===== config.mk =====
export PLATFORM = sky130hd
export DESIGN_NAME = cdr_back
export DESIGN_NICKNAME = d
export VERILOG_FILES = /design/src/rtl/cdr_pkg.sv /design/src/rtl/cdr_back.sv
export SDC_FILE = /design/constraint.sdc
export NUM_CORES = 2
export LEC_CHECK = 0
export ABC_AREA = 1
export BUFFER_PORTS_ARGS = -buffer_cell sky130_fd_sc_hd__buf_2
export CORE_UTILIZATION = 50
export DETAILED_ROUTE_END_ITERATION = 12
export GPL_TIMING_DRIVEN = 1
export PLACE_DENSITY = 0.69
export SYNTH_ARGS = -nofsm -noshare
export SYNTH_HDL_FRONTEND = slang
export SYNTH_SLANG_ARGS = --single-unit

===== constraint.sdc =====
create_clock -name clk_i -period 5.75 [get_ports clk_i]
set_input_delay 0.2875 -clock clk_i [delete_from_list [all_inputs] [get_ports clk_i]]
set_output_delay 0.2875 -clock clk_i [all_outputs]
set_load 0.005 [all_outputs]

===== src/rtl/cdr_pkg.sv =====
// Shared constants for the chordal direction residual pipeline.
package cdr_pkg;
  localparam int COORD_WIDTH_DEF = 32;
  localparam int FRAC_BITS_DEF   = 16;
  localparam int WEIGHT_W        = 31;
  localparam int RES_W           = 32;
  localparam int NORM_W          = 30;
  localparam int SQ_W            = 2 * NORM_W;
  localparam int SUM_W           = SQ_W + 2;
  localparam int ROOT_W          = SUM_W / 2;
endpackage


===== src/rtl/cdr_back.sv =====
// Direction error, weighting, rounding and saturation (three stages).
module cdr_back import cdr_pkg::*; #(
  parameter int FB = FRAC_BITS_DEF
) (
  input  logic                   clk_i,
  input  logic                   rst_ni,
  input  logic                   en_i,
  input  logic                   vld_i,
  input  logic [2:0][FB:0]       quo_i,
  input  logic [2:0]             neg_i,
  input  logic [2:0][FB+1:0]     dir_i,
  input  logic [WEIGHT_W-1:0]    w_i,
  input  logic                   zero_i,
  output logic                   vld_o,
  output logic [2:0][RES_W-1:0]  res_o,
  output logic                   zero_o
);
  localparam int DFW = FB + 3;
  localparam int DMW = FB + 2;
  localparam int PMW = DMW + WEIGHT_W;
  localparam int RMW = PMW + 1 - FB;
  localparam logic [PMW:0]   HALF    = (PMW+1)'(1) << (FB - 1);
  localparam logic [RMW-1:0] NEG_MAX = RMW'(1) << (RES_W - 1);
  localparam logic [RMW-1:0] POS_MAX = NEG_MAX - RMW'(1);

  logic [2:0]             vld_q;
  logic [DFW-1:0]         diff_d [3];
  logic [2:0]             pneg1_q, pneg2_q;
  logic [2:0][DMW-1:0]    dm1_q;
  logic [2:0][PMW-1:0]    pm2_q;
  logic [WEIGHT_W-1:0]    w1_q;
  logic                   zero1_q, zero2_q, zero3_q;
  logic [RMW-1:0]         rm_d [3];
  logic [2:0][RES_W-1:0]  res_d, res3_q;

  always_comb begin
    for (int i = 0; i < 3; i++) begin
      diff_d[i] = (neg_i[i] ? DFW'(-$signed({1'b0, quo_i[i]})) : DFW'({1'b0, quo_i[i]}))
                - DFW'($signed(dir_i[i]));
      rm_d[i]   = RMW'(((PMW+1)'(pm2_q[i]) + HALF) >> FB);
      if (zero2_q) begin
        res_d[i] = '0;
      end else if (pneg2_q[i]) begin
        res_d[i] = RES_W'(-((rm_d[i] > NEG_MAX) ? NEG_MAX : rm_d[i]));
      end else begin
        res_d[i] = RES_W'((rm_d[i] > POS_MAX) ? POS_MAX : rm_d[i]);
      end
    end
  end

  always_ff @(posedge clk_i or negedge rst_ni) begin
    if (!rst_ni) begin
      vld_q <= '0;
    end else if (en_i) begin
      vld_q <= {vld_q[1:0], vld_i};
    end
  end

  always_ff @(posedge clk_i) begin
    if (en_i) begin
      for (int i = 0; i < 3; i++) begin
        pneg1_q[i] <= diff_d[i][DFW-1];
        dm1_q[i]   <= diff_d[i][DFW-1] ? DMW'(-diff_d[i]) : DMW'(diff_d[i]);
        pm2_q[i]   <= PMW'(dm1_q[i]) * PMW'(w1_q);
      end
      w1_q    <= w_i;
      zero1_q <= zero_i;
      pneg2_q <= pneg1_q;
      zero2_q <= zero1_q;
      res3_q  <= res_d;
      zero3_q <= zero2_q;
    end
  end

  assign vld_o  = vld_q[2];
  assign res_o  = res3_q;
  assign zero_o = zero3_q;
endmodule


### Word level (Yosys, flattened, before mapping)

Index checks and enable logic that the tools add are counted.

| operators by class | value |
|---|---|
| reductions and logical operators | 0 |
| bitwise gates (word level) | 0 |
| shifts and indexed selects | 0 |
| magnitude comparators | 6 |
| divide/modulo/power cells | 0 |
| add/subtract/negate cells | 15 |
| $mul | 3 |
| equality and inequality tests | 0 |
| mux-type cells | 15 |

Operators by type and width:

| cell | number |
|---|---|
| $mux 32 | 9 |
| $add 49x16->50 const B | 3 |
| $mul 18x31->49 | 3 |
| $gt 34x31->1 const B | 3 |
| $gt 34x32->1 const B | 3 |
| $neg 32->32 | 3 |
| $mux 19 | 3 |
| $neg 17->19 | 3 |
| $sub 19x19->19 | 3 |
| $mux 18 | 3 |
| $neg 18->18 | 3 |

| word-level totals | value |
|---|---|
| memories kept | 0 |
| bits in registers | 340 |
| ROM bits | 0 |
| RAM bits | 0 |
| bits in latches | 0 |

### Depth between registers and ports, before layout

| depth | value |
|---|---|
| word-level depth | 5 |
| depth in mapped cells | 31 |
| mapped depth without buffers | 29 |

### Worst setup path after synthesis

No wires, ideal clock.

| timing path | value |
|---|---|
| path kind | register to register |
| from | reg w1_q[7] |
| to | reg pm2_q[144] in the netlist's numbering, data pin |
| cell stages (with the launch flop) | 28 |
| setup time | 262 ps |
| period minus slack after synthesis | 6,060 ps |
| arrival time | 5,797 ps |
| slack | -310 ps |
| cell sequence | edfxtp_1 clkbuf_1 clkbuf_1 nand2_1 fa_1 inv_1 fa_1 inv_1 fa_1 inv_1 fa_1 fa_1 inv_1 fa_1 inv_1 ha_1 nand2_1 nor2_1 o21ai_0 nand2_1 nand2_1 o211ai_1 a21oi_1 o21ai_0 nand3_1 o311ai_0 a21oi_1 xor2_1 |

| between the ends | value |
|---|---|
| cells in the longest elaborated chain, start to end | 1 |

Ends and longest elaborated chain:

| element | RTL line | RTL |
|---|---|---|
| start, declared | cdr_back.sv:31 | `logic [WEIGHT_W-1:0] w1_q;` |
| start signal, assigned | cdr_back.sv:66 | `w1_q <= w_i;` |
| $mul 18x31->49 | cdr_back.sv:64 | `pm2_q[i] <= PMW'(dm1_q[i]) * PMW'(w1_q);` |
| end signal, assigned by index | cdr_back.sv:64 |  |
| end, declared | cdr_back.sv:30 | `logic [2:0][PMW-1:0] pm2_q;` |

Every way passes these cells.
A chain may end at the register's enable or synchronous reset.

### Worst setup path in the final report

| timing path | value |
|---|---|
| from | reg w1_q[16] |
| to | reg pm2_q[44] in the netlist's numbering, data pin |

The elaborated chain is that of the path after synthesis.

==> flow_metrics.tcl <==
set metrics [dict create \
    cp-start-kind "flip-flop" \
    cap_violations 0 \
    max_slew_margin_pct 25.1 \
    finalHoldViolCount 0 \
    timing.final.ws_setup_ps -372 \
    violations "setup timing" \
    h-tree-depth 2 \
    yosysTopAreaCellShare_pct 36.6 \
    async_flop_share_pct 1.02 \
    slew_viol_final 0 \
    cts_root_buf "clkbuf_16" \
    synth_cells 9980 \
    fin_area_sq_um 91400 \
    cp-end-kind "flip-flop" \
    top_level_ports 242 \
    clock-sinks 295 \
    cpMaxStageDelayCell "fa_2" \
    area_growth_pct 20.5 \
    grt_overflow 0 \
    io_buffer_count 241 \
    final_layout_size_suffix_gt1_share_pct 17.5 \
    yosysWarnings 0 \
    critPathLaunch "w1_q[16]$_DFFE_PP_" \
    fmax_mhz 163 \
    grt_pass1_vias 68470 \
    grt_max_degree 149 \
    instances_no_fill 12852 \
    path_class "flip-flop to flip-flop" \
    skew_ps 56.8 \
    postPlaceCellArea_sq_um 85000 \
    slowest_delay_ps 580 \
    routedWlPerCell_um 17.5 \
    drt-initial-drc-count 4980 \
    synth.largest_area_cell "fa_1" \
    finalSetupViolCount 71 \
    hp-class "input port to flip-flop" \
    antenna_left 0 \
    nNetsFinal 12758 \
    synth_edf_count 292 \
    core_sq_um 150000 \
    place_hpwl_um 182000 \
    clock_path_buffers 3 \
    worst_pin_slew_ps 1120 \
    cts_tree "built" \
    rows 142 \
    ys_ff_latch 295 \
    place_inst 12583 \
    grt_first_pass_wirelength_um 362000 \
    tns_ps -11470 \
    fp.dieArea_sq_um 153000 \
    hold_start "dir_i[0]" \
    r2r-start "w1_q[16]$_DFFE_PP_" \
    cp_max_fo 8 \
    start_util_pct 50.5 \
    dieHeight_um 392 \
    place_congestion 0.954 \
    syn_nets 11939 \
    required_ps 6140 \
    wl_um 225000 \
    synth.area.top_cells "fa_1 37%, inv_1 14%, nand2_1 13%, edfxtp_1 12%, ha_1 7.0%" \
    clock_latency_ps 660 \
    avgSynthCellArea_sq_um 7.60 \
    drc 0 \
    worstPathArrival_ps 6510 \
    dr_total_vias 65909 \
    min_period_ps 6120 \
    rsz0062_at_grt "true" \
    viasPerCell 5.13 \
    ys_types 71 \
    ys_seq_area_share_pct 11.7 \
    numCtsBuffers 41 \
    dr.pass1.iters 6 \
    die_width_um 392 \
    grtUsageTotal_pct 29.7 \
    syn_area_sq_um 75900 \
    finalCritPeriodShare_pct 106 \
    status "finished, violations left" \
    grt_antenna_before_repair 6 \
    synth-main-ff-cell "edfxtp_1" \
    clkSlewWorstSetupHoldPaths_ps 60 \
]
-- cells by family (layout without fill, tap and decap cells) --
group	Yosys count	after routing	synth area share, %
AOI/OAI and AO/OA	762	762	6.03
xor gates and xnor gates	284	284	3.32
adders and majority gates	1815	1815	43.7
buffers and inverters	3212	4063	16.0
DFF	295	295	11.7
muxes	1	1	0.0148
other	0	5	0
and+or+nand+nor	3611	3611	19.3
-- worst max-delay path, delay by kind of cell (launching register included) --
kind | cells | cell delay (ps)
adder cells (fa/ha/maj) | 7 | 3260
buffers and inverters | 11 | 1020
AND/OR/NAND/NOR | 8 | 820
flip-flops | 1 | 410
AO/OA/AOI/OAI | 2 | 260
XOR/XNOR | 1 | 80
-- cell usage after synthesis, drive strengths merged, types with 3 or more instances --
| cell | count |
|---|---|
| a211oi | 4 |
| a21boi | 8 |
| a21o | 4 |
| a21oi | 286 |
| a311oi | 3 |
| a31oi | 48 |
| and2 | 9 |
| and3 | 8 |
| buf | 97 |
| clkbuf | 311 |
| clkinv | 4 |
| dfrtp | 3 |
| edfxtp | 292 |
| fa | 1389 |
| ha | 426 |
| inv | 2800 |
| nand2 | 2699 |
| nand3 | 274 |
| nand3b | 17 |
| nand4 | 44 |
| nor2 | 499 |
| nor3 | 44 |
| nor3b | 8 |
| o211ai | 22 |
| o21a | 18 |
| o21ai | 213 |
| o21bai | 33 |
| o22ai | 6 |
| o311ai | 9 |
| o31ai | 70 |
| o41ai | 28 |
| or2 | 8 |
| xnor2 | 100 |
| xor2 | 184 |
-- placed cells by master, fill, tap and decap left out, drive strengths merged, types with 17 or more instances in the layout --
cell | netlist | routed
nand4 | 44 | 44
inv | 2800 | 2808
o211ai | 22 | 22
a21oi | 286 | 286
xor2 | 184 | 184
nand2 | 2699 | 2699
o21ai | 213 | 213
o21bai | 33 | 33
o41ai | 28 | 28
fa | 1389 | 1389
o31ai | 70 | 70
xnor2 | 100 | 100
buf | 97 | 1141
dlygate4sd3 | 0 | 36
edfxtp | 292 | 292
nand3b | 17 | 17
nand3 | 274 | 274
nor3 | 44 | 44
o21a | 18 | 18
clkbuf | 311 | 49
nor2 | 499 | 499
ha | 426 | 426
a31oi | 48 | 48
-- per-layer routing --
metal	global-route usage, %	wire length [um]	vias up
li1	-	-	30743
met1	42.1	96900	32062
met2	47.4	104000	2755
met3	4.65	18700	345
met4	7.29	6200	4
met5	0	27	-
-- timing repair --
item                                    CTS  global route
hold buffers                             36             0
cloned                                    6             5
endpoints found under the hold margin    47             0
endpoints found under the setup margin   79            92
buffers inserted                        100            47
pin swaps                               166           150
gates resized for setup                 504           312
-- final cells by class --
type                            count  area, sq um
Clock inverter                     31          422
Inverter                         2804        10500
Clock buffer                       44         1040
Fill cell                       13167        58900
Timing Repair Buffer             1184        10400
Antenna cell                        5         12.5
Multi-Input combinational cell   6473        57600
Sequential cell                   295         8840
Tap cell                         2016         2520
-- worst paths after layout --
check | slack [ps] | end | cells past startpoint
max in group asynchronous | 5080 | vld_q[0]$_DFFE_PN0P_ | 3
worst max-delay path | -370 | pm2_q[44]$_DFFE_PP_ | 29
min in group asynchronous | 520 | vld_q[1]$_DFFE_PN0P_ | 3
worst max register to register | -370 | pm2_q[44]$_DFFE_PP_ | 29
worst min register to register | 420 | zero2_q$_DFFE_PP_ | 0
worst min-delay path | 190 | dm1_q[0]$_DFFE_PP_ | 3
-- stage by stage --
stage / setup slack [ps] / hold WS (ps) / util [%]
after detailed placement: -571 / 86.6 / 56.6
after global placement: -520 / 82.5 / 56.6
after floorplan: -29.3 / -8.09 / -
after CTS: -259 / 171 / 59.8
after global routing: -593 / 194 / 60.8
final: -372 / 188 / 60.8
-- sequential cells by signal (all words and copies together), names as in the netlist --
| signal | count |
|---|---|
| zero1_q | 1 |
| vld_q | 3 |
| dm1_q | 54 |
| zero2_q | 1 |
| res_o | 96 |
| pneg2_q | 3 |
| pm2_q | 102 |
| zero_o | 1 |
| w1_q | 31 |
| pneg1_q | 3 |
Power is not shown: default switching activity piles up to over one toggle a cycle in this logic, so the estimate is an artifact.
